### config.mk
export PLATFORM = sky130hd
export DESIGN_NAME = hlm_cell
export DESIGN_NICKNAME = d
export VERILOG_FILES = /design/src/hlm_pkg.sv /design/src/hlm_cell.sv
export SDC_FILE = /design/constraint.sdc
export NUM_CORES = 1
export LEC_CHECK = 0
export ABC_AREA = 1
export BUFFER_PORTS_ARGS = -buffer_cell sky130_fd_sc_hd__buf_2
export CORE_MARGIN = 2
export CORE_UTILIZATION = 45
export CTS_BUF_LIST = sky130_fd_sc_hd__clkbuf_8
export DETAILED_ROUTE_END_ITERATION = 16
export GPL_ROUTABILITY_DRIVEN = 0
export PLACE_DENSITY = 0.74
export SETUP_SLACK_MARGIN = 0.4
export SYNTH_ARGS = -nofsm -noshare
export SYNTH_HDL_FRONTEND = slang
export SYNTH_SLANG_ARGS = --single-unit
### constraint.sdc
create_clock -name clk -period 4 [get_ports clk]
set_input_delay 0.6 -clock clk [delete_from_list [all_inputs] [get_ports clk]]
set_output_delay 0.6 -clock clk [all_outputs]
set_load 0.01 [all_outputs]
### src/hlm_pkg.sv
package hlm_pkg;

  localparam int NUM_SLOTS  = 32;
  localparam int SLOT_W     = 5;
  localparam int COUNT_W    = 6;
  localparam int TIME_W     = 32;
  localparam int INTERVAL_W = 16;
  localparam int LIMIT_W    = INTERVAL_W + 1;

  localparam logic [COUNT_W-1:0] SLOT_LIMIT = COUNT_W'(NUM_SLOTS);

  localparam logic MODE_PING  = 1'b0;
  localparam logic MODE_QUERY = 1'b1;

  localparam logic REG_CHECK_INTERVAL = 1'b0;
  localparam logic REG_NODE_COUNT     = 1'b1;

  typedef enum logic {
    ST_IDLE,
    ST_SCAN
  } state_t;

  // Commands broadcast from the sequencer to every cell.
  typedef struct packed {
    logic ping;
    logic query;
    logic shift;
  } cell_cmd_t;

endpackage

### src/hlm_cell.sv
module hlm_cell (
  input  logic                      clk,
  input  logic                      rst,
  input  hlm_pkg::cell_cmd_t        cmd,
  input  logic [hlm_pkg::SLOT_W-1:0]  slot_id,
  input  logic [hlm_pkg::COUNT_W-1:0] active_count,
  input  logic [hlm_pkg::TIME_W-1:0]  timestamp,
  input  logic [hlm_pkg::SLOT_W-1:0]  node_index,
  input  logic [hlm_pkg::LIMIT_W-1:0] limit,
  input  logic                      flag_in,
  output logic                      flag
);
  import hlm_pkg::*;

  logic [TIME_W-1:0] last_seen;
  logic [TIME_W-1:0] age;
  logic              active;
  logic              dead;

  assign active = {1'b0, slot_id} < active_count;
  assign age    = timestamp - last_seen;
  // A timestamp earlier than the last ping gives a negative age: never dead.
  assign dead   = active && (timestamp >= last_seen) &&
                  (age >= {{(TIME_W-LIMIT_W){1'b0}}, limit});

  always_ff @(posedge clk) begin
    if (rst) begin
      last_seen <= '0;
    end else if (cmd.ping && active && (node_index == slot_id)) begin
      last_seen <= timestamp;
    end
  end

  // The dead flags move one cell towards slot 0 on every shift.
  always_ff @(posedge clk) begin
    if (rst) begin
      flag <= 1'b0;
    end else if (cmd.query) begin
      flag <= dead;
    end else if (cmd.shift) begin
      flag <= flag_in;
    end
  end

endmodule

Word-level counts from Yosys, hierarchy flattened --
Cells that the tools add are included.
Cells by class: div/mod/pow operators 0, reduce and logical (&&, ||, !) cells 5, muxes and demuxes 2, add/subtract/negate cells 1, magnitude comparators 3, bitwise logic cells 0, eq/ne operators 1, shift-type cells 0, $mul 0
Operators with widths (count):
- 32-bit by 17-bit greater-or-equal comparator with 1-bit output | 1
- 32-bit greater-or-equal comparator | 1
- 32-bit subtractor | 1
- 5-bit by 6-bit less-than comparator with 1-bit output | 1
- 5-bit == test | 1
- 1-bit logical AND | 4
- 1-bit two-way mux | 2
- 2-bit nonzero test | 1
Word-level totals: bits in registers 33, memories kept 0, output and inout port bits 1, ROM bits 0, word-level logic and storage cells 14, input bits 71, RAM bits 0, latch bits 0

Logic depth before layout (Yosys ltp) --
depth in word-level cells 4, depth in mapped cells 24, depth with buffers taken out 24

Worst setup path after synthesis --
No wires, ideal clock.
kind in2reg, start point in timestamp[0] (netlist name), end point reg flag, data required time 3878 ps, path slack 1050 ps, stages on the path 24, arrival 2828 ps, setup time 122 ps, cells stage by stage inv_1 > ha_1 > fa_1 > inv_1 > nand2_1 > nand2_1 > nand3_1 > nand2_2 > nand2_1 > nand2_2 > xor2_1 > ha_1 > nand2_1 > nor2_1 > nand4_1 > o21ai_0 > nor2_1 > nand2_1 > nand3_1 > nand2_1 > nor2_1 > nand3_1 > nand2_1 > a21oi_2
On the way: word-level cells in the longest chain between the ends 4
Ends and longest elaborated chain:
- start: declaration | line hlm_cell.sv:7 | input logic [hlm_pkg::TIME_W-1:0] timestamp,
- 32-bit subtractor or 32-bit greater-or-equal comparator (tied branches) | line hlm_cell.sv:21, hlm_cell.sv:23
- 32-bit by 17-bit greater-or-equal comparator with 1-bit output or 1-bit logical AND (tied branches) | line hlm_cell.sv:24, hlm_cell.sv:23
- 1-bit logical AND * | line hlm_cell.sv:23 | assign dead = active && (timestamp >= last_seen) &&
- 1-bit two-way mux * | line hlm_cell.sv:38 | end else if (cmd.query) begin
- end signal: assignment | line hlm_cell.sv:41 | flag <= flag_in;
- end: declaration | line hlm_cell.sv:11 | output logic flag
Every way passes the cells marked *; elsewhere a longest branch is shown, timed or not. A chain may end at the register's enable or synchronous reset.

Worst setup path in the final report --
Ends and elaborated chain as after synthesis.

==> impl_metrics.py <==
metrics = {
    "timing": {
        "rsz_0062_raised_after_global_routing": "false",
        "report.final.slew_viol_count": 0,
        "finalSetupViolCount": 0,
        "max_clock_freq_ghz": 0.3222,
        "worst_slew_pin_slew_ns": 0.8983,
        "setup_total_negative_slack_ns": 0,
        "timing_hold_violations_final": 0,
        "timing.slew.headroom_pct": 40.04,
        "worst_clock_skew_ns": 0.006341,
        "final.period_utilization_pct": 77.60,
        "post-route-worst-setup-slack_ns": 0.8962,
        "final.min_clock_period_ns": 3.104,
    },
    "die": {
        "floorplan.initialDensity_pct": 45.70,
        "floorplan.io_pins": 72,
        "die_w_um": 102.9,
        "die_y_um": 102.9,
        "placeableCoreArea_um2": 9639,
        "rows": 36,
        "die_area_um2": 10600,
    },
    "clock_network": {
        "clock-sinks": 33,
        "cts_buffer_depth": 2,
        "worst_skew_pair.late_latency_ns": 0.30,
        "hold_buffers": 0,
        "cts_tree": "done",
        "post_cts.repair.setup_buffers": 0,
        "clk_pin_slew_worst_setup_hold_paths_ns": 0.07,
        "cts_root_buffer": "sky130_fd_sc_hd__clkbuf_8",
        "cts.htree.levels": 2,
        "post_cts_sizing": 0,
        "cts_inserted_buffers": 5,
    },
    "global_routing": {
        "pin_count_of_the_biggest_net_entering_global_routing": 65,
        "grt_first_pass_wirelength_mm": 18.75,
        "grt_pass1_vias": 4200,
        "grt_overflow_total": 0,
        "antenna_found_initial": 0,
        "globalRouteTotalUtil_pct": 22.25,
    },
    "detailed_routing": {
        "drt.antenna.violating_nets": 0,
        "drt-pass1-iter-count": 6,
        "drt_iter0_markers": 351,
        "routed_wl_mm": 11.10,
        "wl_per_cell_um": 11.46,
        "routed_via_density": 4.786,
        "route.vias.total": 4633,
        "drc": 0,
    },
    "logic_synthesis": {
        "ys_types": 37,
        "ys_seq_area_share_pct": 15.00,
        "netlist_area_um2": 4405,
        "synth_edf_count": 0,
        "synth-async-reset-ratio_pct": 0,
        "synth_ff_type": "sky130_fd_sc_hd__dfxtp_1",
        "syn_avg_cell_area_um2": 5.751,
        "syn_warnings": 0,
        "post_synth_net_total": 891,
        "synthesis.instances": 766,
        "ff_latch_count_synth": 33,
    },
    "placement": {
        "detailedPlacementHpwl_mm": 9.322,
        "place_worst_setup_slack_ns": 0.6062,
        "dp_cells": 961,
        "placed_cell_area_um2": 4848,
        "buffer_ports.inserted": 71,
    },
    "power_and_ir_drop": {
        "static-leakage-power_nw": 2.764,
        "power_w": 0.001078,
        "cellPowerDensity_nw_per_um2": 218.4,
        "ir_drop_mv": 0.09991,
    },
    "final_layout": {
        "instances_no_fill": 968,
        "post-route-cell-area_um2": 4935,
        "final_net_count": 960,
        "mostFrequentLayoutCell": "sky130_fd_sc_hd__nand2_1",
        "antenna_cells_inserted": 0,
        "most-common-layout-cells": "sky130_fd_sc_hd__nand2_1 (234), sky130_fd_sc_hd__inv_1 (167), sky130_fd_sc_hd__buf_2 (71)",
        "flow.area_growth_from_synthesis_pct": 12.01,
        "drive_gt1_share_pct": 13.53,
    },
    "worst_setup_path": {
        "critical_path.most_common_cell": "sky130_fd_sc_hd__nand2_1",
        "critPathMaxStageDelay_ns": 0.42,
        "regToRegEndpoint": "flag",
        "path_delay_family": "simple AND/OR/NAND/NOR gates",
        "setup.worst_path.end_class": "flop",
        "timing.rr.start": "last_seen[10]",
        "slowest_stage": "sky130_fd_sc_hd__fa_1",
        "cp.arrival_ns": 3.29,
        "worstPathRequired_ns": 4.18,
        "worstSetupStartpointType": "input port",
        "timing.critical_path.buf_inv": 3,
        "timing.setup.critical_path_class": "in2reg",
        "timing.reg2reg.worst_path_depth": 22,
        "crit_path_max_fanout": 4,
        "setup.reg_to_reg.worst_slack_ns": 0.97,
    },
    "hold_path": {
        "worst_hold_path.endpoint": "last_seen[0]",
        "min_path_cells": 2,
        "hold_path_startpoint": "rst",
        "hp-class": "in2reg",
    },
    "run_status": {
        "outcome": "complete, no violations",
    },
    "flow_run": {
        "drv.max_cap_violation_count": 0,
    },
}
## layer usage
metal	global-route usage (%)	wire, µm	up-vias
met1	31.37	5420	1970
met4	5.870	199	0
met3	2.441	723	16
met5	0	0	-
met2	36.06	4754	145
li1	-	-	2502
## stage by stage
stage / util, % / hold slack (ns)
2_1_floorplan: - / 0.4325
3_3_place_gp: 50.30 / 0.4440
3_5_place_dp: 50.30 / 0.4514
4_1_cts: 51.19 / 0.4534
5_1_grt: 51.19 / 0.4661
6_report: 51.19 / 0.4553
## registers in the layout (all words and copies together), names as in the netlist
register   flops
flag           1
last_seen     32
## worst reg2reg max path, cell delays in order, from the launching register on
cell,delay [ns]
sky130_fd_sc_hd__dfxtp_1,0.31
sky130_fd_sc_hd__inv_1,0.05
sky130_fd_sc_hd__ha_1,0.37
sky130_fd_sc_hd__nand2_1,0.15
sky130_fd_sc_hd__nor2_1,0.22
sky130_fd_sc_hd__nand2_1,0.10
sky130_fd_sc_hd__inv_1,0.06
sky130_fd_sc_hd__nand2_1,0.05
sky130_fd_sc_hd__nand3_1,0.12
sky130_fd_sc_hd__xor2_1,0.18
sky130_fd_sc_hd__ha_1,0.27
sky130_fd_sc_hd__a21oi_1,0.17
sky130_fd_sc_hd__nor2_1,0.05
sky130_fd_sc_hd__nor2_1,0.08
sky130_fd_sc_hd__o21ai_0,0.08
sky130_fd_sc_hd__nor2_1,0.08
sky130_fd_sc_hd__nand2_1,0.08
sky130_fd_sc_hd__nand3_1,0.09
sky130_fd_sc_hd__nand2_1,0.05
sky130_fd_sc_hd__nor2_1,0.11
sky130_fd_sc_hd__nand3_1,0.10
sky130_fd_sc_hd__nand2_1,0.08
sky130_fd_sc_hd__a21oi_2,0.05
## report_power, final
part	internal (W)	total (W)	switching (W)
logic	0.000178	0.000467	0.000289
registers	0.000336	0.000339	0.00000251
clock network	0.000134	0.000272	0.000138
total	0.000649	0.00108	0.000429
## Yosys cell counts, types with 3 or more instances
cell type / count / area, µm²
sky130_fd_sc_hd__a21oi_1: 59 / 295.3
sky130_fd_sc_hd__buf_6: 6 / 67.56
sky130_fd_sc_hd__clkbuf_1: 3 / 11.26
sky130_fd_sc_hd__dfxtp_1: 33 / 660.6
sky130_fd_sc_hd__ha_1: 53 / 663.1
sky130_fd_sc_hd__inv_1: 166 / 623.1
sky130_fd_sc_hd__inv_2: 5 / 18.77
sky130_fd_sc_hd__nand2_1: 234 / 878.3
sky130_fd_sc_hd__nand2_2: 14 / 87.58
sky130_fd_sc_hd__nand3_1: 23 / 115.1
sky130_fd_sc_hd__nand3b_1: 6 / 45.04
sky130_fd_sc_hd__nand4_1: 8 / 50.05
sky130_fd_sc_hd__nor2_1: 56 / 210.2
sky130_fd_sc_hd__nor2_2: 5 / 31.28
sky130_fd_sc_hd__nor3_1: 7 / 35.03
sky130_fd_sc_hd__o21ai_0: 39 / 195.2
sky130_fd_sc_hd__o21ai_1: 5 / 25.02
sky130_fd_sc_hd__o21bai_1: 5 / 37.54
sky130_fd_sc_hd__xnor2_1: 4 / 35.03
sky130_fd_sc_hd__xor2_1: 13 / 113.9
## layout make-up
cell class	instances	area, µm²
clock buffer	6	82.58
clock inverter	1	3.754
fill	1100	4705
inverter	173	649.4
multi-input combinational	551	3017
sequential	33	660.6
tap	133	166.4
timing repair buffer	71	355.3
## worst max-delay path by stage
stage,start,to,slack [ns],depth (start not counted)
after floorplan,timestamp[0],flag,1.05,24
after global placement,timestamp[0],flag,0.67,25
after CTS,timestamp[0],flag,0.93,25
after detailed placement,timestamp[0],flag,0.61,25
after global routing,timestamp[0],flag,0.60,25
final,timestamp[0],flag,0.90,25
## cells by family after synthesis
family | after synthesis | share of synthesized area (%)
XOR/XNOR | 17 | 3.380
AND/OR/NAND/NOR | 363 | 35.10
flip-flops | 33 | 15.00
adder cells (fa/ha/maj) | 54 | 15.51
AO/OA/AOI/OAI | 116 | 14.23
buffers and inverters | 182 | 16.53
multiplexers | 1 | 0.2556
Note: power is estimated with default switching activity, not from simulation.
