**config.mk**
```make
export PLATFORM = sky130hd
export DESIGN_NAME = hlm_ctrl
export DESIGN_NICKNAME = d
export VERILOG_FILES = /design/src/hlm_pkg.sv /design/src/hlm_ctrl.sv
export SDC_FILE = /design/constraint.sdc
export NUM_CORES = 1
export LEC_CHECK = 0
export ABC_AREA = 1
export BUFFER_PORTS_ARGS = -buffer_cell sky130_fd_sc_hd__buf_2
export CORE_UTILIZATION = 35
export DETAILED_ROUTE_END_ITERATION = 8
export HOLD_SLACK_MARGIN = 0.05
export PLACE_DENSITY = 0.76
export SKIP_CTS_REPAIR_TIMING = 1
export SYNTH_ARGS = -nofsm -noshare
export SYNTH_HDL_FRONTEND = slang
export SYNTH_SLANG_ARGS = --single-unit
```
**constraint.sdc**
```tcl
create_clock -name clk -period 1.5 [get_ports clk]
set_input_delay 0.075 -clock clk [delete_from_list [all_inputs] [get_ports clk]]
set_output_delay 0.075 -clock clk [all_outputs]
set_load 0.02 [all_outputs]
```
**src/hlm_pkg.sv**
```systemverilog
package hlm_pkg;

  localparam int NUM_SLOTS  = 32;
  localparam int SLOT_W     = 5;
  localparam int COUNT_W    = 6;
  localparam int TIME_W     = 32;
  localparam int INTERVAL_W = 16;
  localparam int LIMIT_W    = INTERVAL_W + 1;

  localparam logic [COUNT_W-1:0] SLOT_LIMIT = COUNT_W'(NUM_SLOTS);

  localparam logic MODE_PING  = 1'b0;
  localparam logic MODE_QUERY = 1'b1;

  localparam logic REG_CHECK_INTERVAL = 1'b0;
  localparam logic REG_NODE_COUNT     = 1'b1;

  typedef enum logic {
    ST_IDLE,
    ST_SCAN
  } state_t;

  // Commands broadcast from the sequencer to every cell.
  typedef struct packed {
    logic ping;
    logic query;
    logic shift;
  } cell_cmd_t;

endpackage

```
**src/hlm_ctrl.sv**
```systemverilog
module hlm_ctrl (
  input  logic                          clk,
  input  logic                          rst,
  input  logic                          in_valid,
  output logic                          in_stall,
  input  logic                          mode,
  input  logic [hlm_pkg::NUM_SLOTS-1:0] flags,
  output hlm_pkg::cell_cmd_t            cmd,
  output logic                          out_valid,
  input  logic                          out_stall,
  output logic [hlm_pkg::SLOT_W-1:0]    dead_node,
  output logic                          none_dead,
  output logic                          last
);
  import hlm_pkg::*;

  state_t            state, state_next;
  logic [SLOT_W-1:0] pos, pos_next;
  logic              found, found_next;
  logic              emit;
  logic [SLOT_W-1:0] emit_node;
  logic              emit_none;
  logic              emit_last;
  logic              out_free;
  logic              any_flag;
  logic              flag_above;

  assign out_free   = !out_valid || !out_stall;
  assign any_flag   = |flags;
  assign flag_above = |flags[NUM_SLOTS-1:1];

  always_ff @(posedge clk) begin
    if (rst) begin
      state <= ST_IDLE;
      pos   <= '0;
      found <= 1'b0;
    end else begin
      state <= state_next;
      pos   <= pos_next;
      found <= found_next;
    end
  end

  always_comb begin
    state_next = state;
    pos_next   = pos;
    found_next = found;
    cmd        = '0;
    in_stall   = 1'b1;
    emit       = 1'b0;
    emit_node  = '0;
    emit_none  = 1'b0;
    emit_last  = 1'b0;
    case (state)
      ST_IDLE: begin
        in_stall = 1'b0;
        if (in_valid) begin
          if (mode == MODE_QUERY) begin
            cmd.query  = 1'b1;
            pos_next   = '0;
            found_next = 1'b0;
            state_next = ST_SCAN;
          end else begin
            cmd.ping = 1'b1;
          end
        end
      end
      ST_SCAN: begin
        if (!any_flag) begin
          // Nothing left in the chain; an empty query still owes one word.
          if (found) begin
            state_next = ST_IDLE;
          end else if (out_free) begin
            emit       = 1'b1;
            emit_none  = 1'b1;
            emit_last  = 1'b1;
            state_next = ST_IDLE;
          end
        end else if (flags[0]) begin
          if (out_free) begin
            emit       = 1'b1;
            emit_node  = pos;
            emit_last  = !flag_above;
            found_next = 1'b1;
            cmd.shift  = 1'b1;
            pos_next   = pos + 1'b1;
          end
        end else begin
          cmd.shift = 1'b1;
          pos_next  = pos + 1'b1;
        end
      end
      default: begin
        state_next = ST_IDLE;
      end
    endcase
  end

  always_ff @(posedge clk) begin
    if (rst) begin
      out_valid <= 1'b0;
    end else if (emit) begin
      out_valid <= 1'b1;
    end else if (!out_stall) begin
      out_valid <= 1'b0;
    end
  end

  always_ff @(posedge clk) begin
    if (emit) begin
      dead_node <= emit_node;
      none_dead <= emit_none;
      last      <= emit_last;
    end
  end

endmodule

```
=== Word level (Yosys, flattened, before mapping) ===
Cells that the tools add are included.

* $add $sub $neg: 1
* Magnitude comparators: 0
* Multiply operators: 0
* Div/mod/pow operators: 0
* Bitwise gates (word level): 1
* Mux-type cells: 35
* Shifts and indexed selects: 0
* Reduce and logical (&&, ||, !) cells: 10
* Equality and inequality tests: 7

{| class="wikitable"
|+ Operators with widths
! cell !! number
|-
| 33-bit OR reduction || 1
|-
| 32-bit OR reduction || 1
|-
| 31-bit OR reduction || 1
|-
| 1-bit 2-to-1 mux || 25
|-
| 5-bit 2-to-1 mux || 5
|-
| 5-bit case mux with 2 select lines || 1
|-
| 4-bit AND reduction || 2
|-
| 2-bit by 1-bit inequality test with 1-bit output (second input constant) || 3
|-
| 2-bit inequality test (second input constant) || 3
|-
| 5-bit by 1-bit adder with 5-bit output (second input constant) || 1
|-
| 5-bit AND reduction || 1
|-
| 2-bit 2-to-1 mux || 2
|-
| 1-bit case mux with 2 select lines || 2
|-
| 1-bit zero test || 3
|-
| 3-bit by 2-bit inequality test with 1-bit output (second input constant) || 1
|-
| 1-bit logical OR || 1
|-
| 1-bit NOT || 1
|}

* Bits in read-only memories: 0
* Flip-flop bits (word level): 15
* Output and inout port bits: 12
* Memories kept: 0
* Bits in writable memories: 0
* Input port bits: 37
* Latch bits: 0

=== Longest topological paths before layout ===
Gate-level depths: netlist of the first run.

* Word-level depth: 7
* Gate-level depth with buffers: 11
* Gate-level depth less buffers: 11

=== Worst setup path before layout of the first run ===
No wires, ideal clock.

* Path type: flip-flop to flip-flop
* Start: register state
* End: register dead_node[0] in the netlist's numbering (enable)
* Buffers on the path: 1
* Data required time: 1.176 ns
* Data arrival time: 1.164 ns
* Clock period less this slack: 1.488 ns
* Path slack: 0.012 ns
* Cell stages (with the launch flop): 6
* Path through: dfxtp_1 -> buf_6 -> inv_1 -> nor3b_1 -> nand2_2 -> nand2_1

* Longest elaborated chain between the ends: 1

{| class="wikitable"
|+ RTL lines
! item !! RTL line !! RTL
|-
| from (decl) || hlm_ctrl.sv:17 || <nowiki>state_t state, state_next;</nowiki>
|-
| from (signal assigned) || hlm_ctrl.sv:38 || <nowiki>state <= state_next;</nowiki>
|-
| 1-bit 2-to-1 mux || hlm_ctrl.sv:54 || <nowiki>case (state)</nowiki>
|-
| via emit || hlm_ctrl.sv:20 || <nowiki>logic emit;</nowiki>
|-
| to (signal assigned) || hlm_ctrl.sv:111 || <nowiki>dead_node <= emit_node;</nowiki>
|-
| to (decl) || hlm_ctrl.sv:11 || <nowiki>output logic [hlm_pkg::SLOT_W-1:0] dead_node,</nowiki>
|}

The timed path passes the listed nets, and every way through them passes these cells.
A chain may end at the register's enable or synchronous reset.

==> results of run 1 <==
-- Yosys cell counts --
cell type / number / share of area
a21oi_1: 5 / 0.026
nand2_2: 4 / 0.026
buf_2: 1 / 0.0052
dfxtp_1: 8 / 0.17
nor3b_1: 1 / 0.0078
ha_1: 1 / 0.013
o21ai_0: 2 / 0.010
nor2_2: 2 / 0.013
xnor2_1: 1 / 0.0091
nand4_1: 3 / 0.019
nand2_8: 1 / 0.021
a21boi_1: 1 / 0.0078
nand3_1: 6 / 0.031
xor2_1: 2 / 0.018
nand2_1: 22 / 0.085
buf_6: 1 / 0.012
nor2_1: 25 / 0.097
nand2_4: 1 / 0.012
nor3_1: 1 / 0.0052
inv_2: 5 / 0.019
inv_1: 27 / 0.10
edfxtp_1: 7 / 0.22
a21oi_2: 1 / 0.0091
nor2_4: 3 / 0.035
nand3_2: 3 / 0.031
-- area by class of cell --
class | count | share of cell area
Clock inverter | 1 | 0.00378
Clock buffer | 3 | 0.0170
Timing Repair Buffer | 56 | 0.231
Inverter | 32 | 0.0908
Multi-Input combinational cell | 85 | 0.348
Sequential cell | 15 | 0.281
Tap cell | 30 | 0.0284
-- registers in the layout (all words and copies together) (netlist names) --
signal / count
dead_node: 5
found: 1
last: 1
none_dead: 1
out_valid: 1
pos: 5
state: 1
-- worst paths after layout --
kind | start | endpoint | slack (ns) | cells past startpoint
worst max-delay path | out_valid | cmd[0] | 0.11 | 9
worst min-delay path | flags[0] | found | 0.24 | 4
worst max register to register | out_valid | dead_node[4] | 0.19 | 4
worst min register to register | found | found | 0.50 | 2
-- per-layer routing --
| layer | global-route usage | share of wire | routed length (um) |
|---|---|---|---|
| met5 | 0 | 0 | 0 |
| met4 | 0.0470 | 0 | 0 |
| met3 | 0.0528 | 0.047 | 94 |
| met2 | 0.299 | 0.51 | 1020 |
| met1 | 0.164 | 0.44 | 869 |
-- logic make-up (layout without fill, tap and decap cells) --
logic type,count (synthesis),count (layout)
AOI/OAI and AO/OA,9,9
xor gates and xnor gates,3,3
adders and majority gates,1,1
buffers and inverters,34,92
DFF,15,15
and+or+nand+nor,72,72
-- power by group through the flow --
| stage | Clock [uW] | Sequential (uW) | Combinational (uW) |
|---|---|---|---|
| after detailed placement | 0 | 467 | 199 |
| after global routing | 247 | 461 | 242 |
| after global placement | 0 | 467 | 197 |
| final | 224 | 458 | 210 |
| after floorplan | 0 | 471 | 116 |
| after CTS | 234 | 458 | 200 |
-- stage by stage --
stage               area, um^2  total power, uW  hold slack [ns]  utilization
detailed placement        1260              666            0.299        0.495
floorplan                  967              587            0.137            -
global placement          1260              664            0.297        0.495
CTS                       1290              892         -0.00806        0.505
finish                    1320              892            0.239        0.520
global route              1320              950            0.251        0.520
-- worst max-delay path, cell delays in order, from the launching register on --
cell,delay [ns]
dfxtp_2,0.33
nand2_1,0.06
buf_4,0.15
nor2_1,0.08
inv_1,0.05
nand2_1,0.06
inv_2,0.06
nand2_8,0.06
inv_1,0.04
buf_4,0.14
==> flow_metrics.py, run 1 <==
metrics = {
    "drt": {
        "vias": 962,
        "wl_um": 1990,
        "dr.pass1.iters": 4,
        "route.detailed.drc": 0,
        "first_iter_violations": 10,
        "viasPerCell": 4.33,
        "wl_per_cell_um": 8.95,
        "ant_nets": 0,
    },
    "die": {
        "io_pins": 49,
        "start_util": 0.380,
        "dieArea_mm2": 0.00298,
        "num_rows": 18,
        "core_mm2": 0.00254,
        "fp.dieW_um": 54.6,
        "die_h_um": 54.6,
    },
    "sta": {
        "final-setup-viol-count": 0,
        "period_minus_slack_ns": 1.39,
        "clock_skew_ns": 0.00447,
        "rsz0062_at_grt": "no",
        "worst_pin_slew_ns": 0.329,
        "finalWorstSetupSlack_ns": 0.107,
        "hold_violations": 0,
        "finalCritPeriodShare": 0.928,
        "slew_headroom": 0.780,
        "fmax_mhz": 718,
        "setup_tns_ns": 0,
        "slew_violations": 0,
    },
    "placement": {
        "dp_cells": 214,
        "io_buffers": 48,
        "dp_hpwl_um": 1580,
        "gp_congestion": 0.761,
        "pre_cts_ws_ns": 0.101,
    },
    "synthesis": {
        "avgSynthCellArea_um2": 7.22,
        "synthDistinctLibCells": 25,
        "synth-simple-area-share": 0.383,
        "syn_inst": 134,
        "synth_top_family_by_area": "simple AND/OR/NAND/NOR gates",
        "syn_area_um2": 967,
        "synthXorXnorAreaFrac": 0.0272,
        "synthMuxAreaShare": 0,
        "synthAdderAreaFrac": 0.0129,
        "yosys_warnings": 0,
        "ys_seq_elements": 15,
        "ys_seq_area_frac": 0.383,
        "postSynthNetCount": 172,
        "synth_compound_area_frac": 0.0530,
    },
    "layout": {
        "final_cells": 222,
        "regArea_um2": 372,
        "mostFrequentLayoutCell": "buf_2",
        "drive_gt1_frac": 0.422,
        "multi_input_area_um2": 460,
        "nets": 231,
        "mostFrequentLayoutCells": "buf_2, inv_1, nor2_1",
        "num_antenna_cells": 0,
        "fill_cells": 246,
        "area_growth_pct": 36.7,
    },
    "worst_setup_path": {
        "crit_fanout": 4,
        "cp-end-kind": "output pin",
        "arrival_ns": 1.32,
        "cp-start-kind": "flop",
        "setup.worst_path.class": "reg2out",
        "required_ns": 1.42,
    },
    "pwr": {
        "power_frac_seq": 0.514,
        "swShare": 0.279,
        "netSwitchingPower_uw": 249,
        "p_leak_uw": 0.000751,
        "irDropWorstVdd_uv": 586,
        "cellInternalPower_uw": 643,
        "pwr-share-clk": 0.251,
        "power.density_mw_per_mm2": 675,
        "combinationalPowerShare": 0.235,
    },
    "grt": {
        "grt_pass1_vias": 889,
        "grt_util_all_layers": 0.159,
        "grt_max_degree": 12,
        "grt_pass1_wl_um": 3340,
        "grt_overflow_total": 0,
        "antenna_found_initial": 0,
    },
    "cts": {
        "cts_buffer_depth": 2,
        "clk_pin_slew_ns": 0.09,
        "cts_tree": "built",
        "cts.htree.levels": 1,
        "clock_latency_ns": 0.28,
        "cts_buffers": 3,
        "numClockSinks": 15,
        "root_buffer": "clkbuf_4",
    },
    "run": {
        "drv_cap": 0,
    },
    "status": {
        "status": "completed",
    },
    "worst_hold_path": {
        "hold_class": "in2reg",
    },
}
Power figures use the tool's default switching activity.
==> run 2: changes to the inputs <==
- clock period: 1.5 -> 1.6 ns (I/O delays scaled with it)
==> run 2 against run 1 <==
Sequential power fell by 6.1%. Routed wire length fell by 6.9%. Combinational power fell by 13%. Worst hold slack got worse by 0.035 ns. Setup slack improved by 0.056 ns. Via count fell by 3.5%. Cell count fell by 2.7%. Largest cell class unchanged. Clock power fell by 8.9%. Sequential share of layout area rose by 0.98 points. Core utilization fell by 1.9 points.
==> flow_metrics.py, run 2 (synthesis results as in run 1) <==
metrics = {
    "grt": {
        "grt_max_degree": 12,
        "grt_pass1_wl_um": 3330,
        "grt_util_all_layers": 0.159,
        "grt_overflow_total": 0,
        "grt_pass1_vias": 889,
        "antenna_found_initial": 0,
    },
    "sta": {
        "period_minus_slack_ns": 1.44,
        "final-setup-viol-count": 0,
        "hold_violations": 0,
        "slew_violations": 0,
        "setup_tns_ns": 0,
        "worst_pin_slew_ns": 0.348,
        "finalWorstSetupSlack_ns": 0.164,
        "rsz0062_at_grt": "no",
        "slew_headroom": 0.767,
        "clock_skew_ns": 0.00136,
        "finalCritPeriodShare": 0.898,
        "fmax_mhz": 696,
    },
    "status": {
        "status": "completed",
    },
    "pwr": {
        "cellInternalPower_uw": 592,
        "power_frac_seq": 0.526,
        "swShare": 0.275,
        "netSwitchingPower_uw": 225,
        "pwr-share-clk": 0.250,
        "p_leak_uw": 0.000725,
        "power.density_mw_per_mm2": 641,
        "irDropWorstVdd_uv": 498,
        "combinationalPowerShare": 0.224,
    },
    "placement": {
        "pre_cts_ws_ns": 0.198,
        "io_buffers": 48,
        "gp_congestion": 0.773,
        "place_area_mm2": 0.00124,
        "dp_hpwl_um": 1560,
    },
    "drt": {
        "first_iter_violations": 9,
        "wl_per_cell_um": 8.56,
        "route.detailed.drc": 0,
        "wl_um": 1850,
        "ant_nets": 0,
        "vias": 928,
        "viasPerCell": 4.30,
        "dr.pass1.iters": 4,
    },
    "worst_setup_path": {
        "reg2reg_depth": 4,
        "cp-end-kind": "output pin",
        "r2r_end": "dead_node[1]",
        "crit_family": "buffers and inverters",
        "r2r_setup_slack_ns": 0.22,
        "setup.worst_path.class": "reg2out",
        "slowest_stage": "dfxtp_1",
        "cp-start-kind": "flop",
        "path_depth": 8,
        "critical_path.max_stage_delay_ns": 0.31,
        "crit_fanout": 10,
        "r2r-start": "out_valid",
        "required_ns": 1.52,
        "path_cells": "nand2_1 -> nor2_1 -> inv_1 -> nand2_1 -> inv_1 -> nand2_8 -> inv_1 -> buf_2",
        "cpMostUsedCell": "inv_1",
        "critPathBufInv": 4,
        "arrival_ns": 1.36,
    },
    "cts": {
        "cts_buffer_depth": 2,
        "cts.htree.levels": 1,
        "root_buffer": "clkbuf_4",
        "cts_buffers": 3,
        "clock_latency_ns": 0.28,
        "numClockSinks": 15,
        "cts_tree": "built",
        "clk_pin_slew_ns": 0.08,
    },
    "worst_hold_path": {
        "min_from": "flags[0]",
        "hold_class": "in2reg",
        "hold_path_depth": 3,
        "hold_end": "found",
    },
    "die": {
        "fp.dieW_um": 54.6,
        "dieArea_mm2": 0.00298,
        "num_rows": 18,
        "io_pins": 49,
        "core_mm2": 0.00254,
        "die_h_um": 54.6,
        "start_util": 0.380,
    },
    "layout": {
        "drive_gt1_frac": 0.392,
        "mostFrequentLayoutCell": "buf_2",
        "design_area_mm2": 0.00127,
        "reg_top3": "dead_node: 5 flops, pos: 5 flops",
        "num_antenna_cells": 0,
        "area_growth_pct": 31.7,
        "nets": 225,
        "mostFrequentLayoutCells": "buf_2, inv_1, nor2_1",
    },
    "run": {
        "drv_cap": 0,
    },
}
[run 2: changes by cell type in the layout (fill, tap and decap cells not counted)]
cell     previous run  this run
dfxtp_1             7         8
inv_1              26        27
buf_2              47        48
inv_2               6         5
dfxtp_2             1         0
buf_4               8         1
[run 2: through the flow]
step | total power, uW | instances | util | hold WS (ns)
6_report | 817 | 216 | 0.500 | 0.204
2_1_floorplan | 551 | 134 | - | 0.142
3_3_place_gp | 617 | 211 | 0.486 | 0.300
3_5_place_dp | 620 | 211 | 0.486 | 0.298
4_1_cts | 830 | 215 | 0.497 | -0.00918
5_1_grt | 876 | 216 | 0.500 | 0.217
[run 2: area by class of cell]
class | instances | area, um^2
fillers | 283 | 1270
multi-input cells | 85 | 460
flip-flops and latches | 15 | 370
repair buffers | 50 | 258
inverters | 32 | 120
well taps | 30 | 37.5
clock buffers | 3 | 22.5
clock inverters | 1 | 5.00
[run 2: how the worst max path moves through the flow]
| stage | to | from |
|---|---|---|
| 2_1_floorplan | dead_node[0] | state |
| 3_3_place_gp | dead_node[3] | out_valid |
| 3_5_place_dp | dead_node[3] | flags[29] |
| 4_1_cts | cmd[0] | out_valid |
| 5_1_grt | cmd[0] | out_valid |
| 6_report | cmd[0] | out_valid |
[run 2: worst register-to-register path, stage by stage (launching register included)]
cell     delay (ns)
dfxtp_1        0.31
nand2_1        0.16
nor3b_1        0.25
nand2_2        0.11
nand2_1        0.23
[run 2: layer usage]
metal	part of all wire	track usage
met1	0.46	0.160
met5	0	0
met2	0.50	0.299
met4	0.0065	0.0598
met3	0.039	0.0500
[run 2: power by group through the flow]
stage               clock, uW  sequential [uW]  combinational, uW
floorplan                   0              442                109
global placement            0              438                180
detailed placement          0              438                182
CTS                       218              429                183
global route              231              431                214
finish                    204              430                183
==> run 3: changes to the inputs <==
- CORE_ASPECT_RATIO: not set -> 1.75
==> run 3 against run 2 <==
Worst hold slack better by 0.025 ns. Largest cell class unchanged. Global-route usage is 1.6 points lower. Die area is 0.28% higher. Setup slack better by 0.037 ns. Non-clock buffer count stayed put. Largest power group unchanged. Flip-flop and latch count stayed put. Routed wire length is 2.3% lower. Core utilization is 0.39 points higher.
==> flow_metrics.py, run 3 (synthesis results as in run 1) <==
metrics = {
    "worst_setup_path": {
        "crit_start": "out_valid",
        "cp-start-kind": "flop",
        "r2r-start": "out_valid",
        "critical_path.max_stage_delay_ns": 0.30,
        "cp-end-kind": "output pin",
        "required_ns": 1.52,
        "path_cells": "nand2_1 -> nor2_1 -> inv_1 -> nand2_1 -> inv_1 -> nand2_8 -> inv_1 -> buf_2",
        "crit_fanout": 10,
        "critPathBufInv": 4,
        "cpMostUsedCell": "inv_1",
        "setup.worst_path.class": "reg2out",
        "arrival_ns": 1.32,
        "slowest_stage": "dfxtp_1",
        "crit_family": "buffers and inverters",
    },
    "sta": {
        "clock_skew_ns": 0.00168,
        "rsz0062_at_grt": "no",
        "fmax_mhz": 714,
        "period_minus_slack_ns": 1.40,
        "hold_violations": 0,
        "setup_tns_ns": 0,
        "finalCritPeriodShare": 0.875,
        "slew_violations": 0,
        "holdWs_ns": 0.229,
        "slew_headroom": 0.768,
        "final-setup-viol-count": 0,
        "worst_pin_slew_ns": 0.347,
    },
    "layout": {
        "reg_top3": "dead_node: 5 flops, pos: 5 flops",
        "area_growth_pct": 33.1,
        "drive_gt1_frac": 0.392,
        "num_antenna_cells": 0,
        "final_cells": 212,
        "mostFrequentLayoutCells": "buf_2, inv_1, nor2_1",
        "nets": 225,
        "post-route-util": 0.504,
        "mostFrequentLayoutCell": "buf_2",
    },
    "cts": {
        "root_buffer": "clkbuf_8",
        "cts_buffer_depth": 2,
        "cts.htree.levels": 1,
        "clk_pin_slew_ns": 0.06,
        "clock_latency_ns": 0.25,
        "cts_buffers": 3,
        "numClockSinks": 15,
        "cts_tree": "built",
    },
    "placement": {
        "io_buffers": 48,
        "dp_hpwl_um": 1550,
        "gp_congestion": 0.757,
        "dp_cells": 207,
    },
    "grt": {
        "grt_pass1_wl_um": 3320,
        "grt_util_all_layers": 0.143,
        "grt_pass1_vias": 880,
        "grt_overflow_total": 0,
        "antenna_found_initial": 0,
        "grt_max_degree": 12,
    },
    "die": {
        "dieArea_mm2": 0.00299,
        "num_rows": 24,
        "die_h_um": 71.5,
        "start_util": 0.379,
        "fp.dieW_um": 41.7,
        "io_pins": 49,
        "core_mm2": 0.00255,
    },
    "pwr": {
        "irDropWorstVdd_uv": 595,
        "pwr-share-clk": 0.331,
        "combinationalPowerShare": 0.199,
        "swShare": 0.265,
        "power.density_mw_per_mm2": 710,
        "cellInternalPower_uw": 672,
        "netSwitchingPower_uw": 242,
        "p_leak_uw": 0.000733,
        "power_frac_seq": 0.470,
    },
    "drt": {
        "first_iter_violations": 7,
        "dr.pass1.iters": 4,
        "viasPerCell": 4.41,
        "route.detailed.drc": 0,
        "wl_um": 1810,
        "ant_nets": 0,
        "wl_per_cell_um": 8.52,
        "vias": 935,
    },
    "status": {
        "status": "completed",
    },
    "worst_hold_path": {
        "hold_class": "in2reg",
        "min_from": "flags[0]",
    },
    "run": {
        "drv_cap": 0,
    },
}
run 3: path summary, 6_finish.rpt:
path             endpoint  slack [ns]  depth (start not counted)
max                cmd[0]        0.20                          8
min                 found        0.23                          3
max reg2reg  dead_node[4]        0.25                          4
min reg2reg         found        0.49                          2
run 3: power groups by stage:
stage / combinational [uW] / sequential [uW] / clock (uW)
6_report: 182 / 430 / 303
4_1_cts: 182 / 430 / 314
3_5_place_dp: 182 / 438 / 0
5_1_grt: 207 / 432 / 333
3_3_place_gp: 179 / 438 / 0
2_1_floorplan: 109 / 442 / 0
run 3: worst register-to-register path: stages (launching register included):
cell and delay [ns]:
dfxtp_1 0.30, nand2_1 0.15, nor3b_1 0.25, nand2_2 0.11, nand2_1 0.22
run 3: layout make-up:
cell class	count	area [um^2]
fill	254	1260
tap	26	32.5
clock buffer	3	41.3
multi-input combinational	85	460
timing repair buffer	50	258
sequential	15	370
clock inverter	1	5.00
inverter	32	120
run 3: through the flow:
stage,area (um^2),total power (uW),setup slack (ns)
floorplan,967,551,0.112
global placement,1230,618,0.238
detailed placement,1230,620,0.205
CTS,1280,927,0.177
global route,1290,972,0.0490
finish,1290,915,0.200
run 3: metal layers:
metal  track usage  routed length [um]  up-vias
met2         0.264                 956       34
met4        0.0968                  55        0
li1              -                   -      508
met1         0.141                 712      389
met5             0                   0        -
met3        0.0227                  83        4
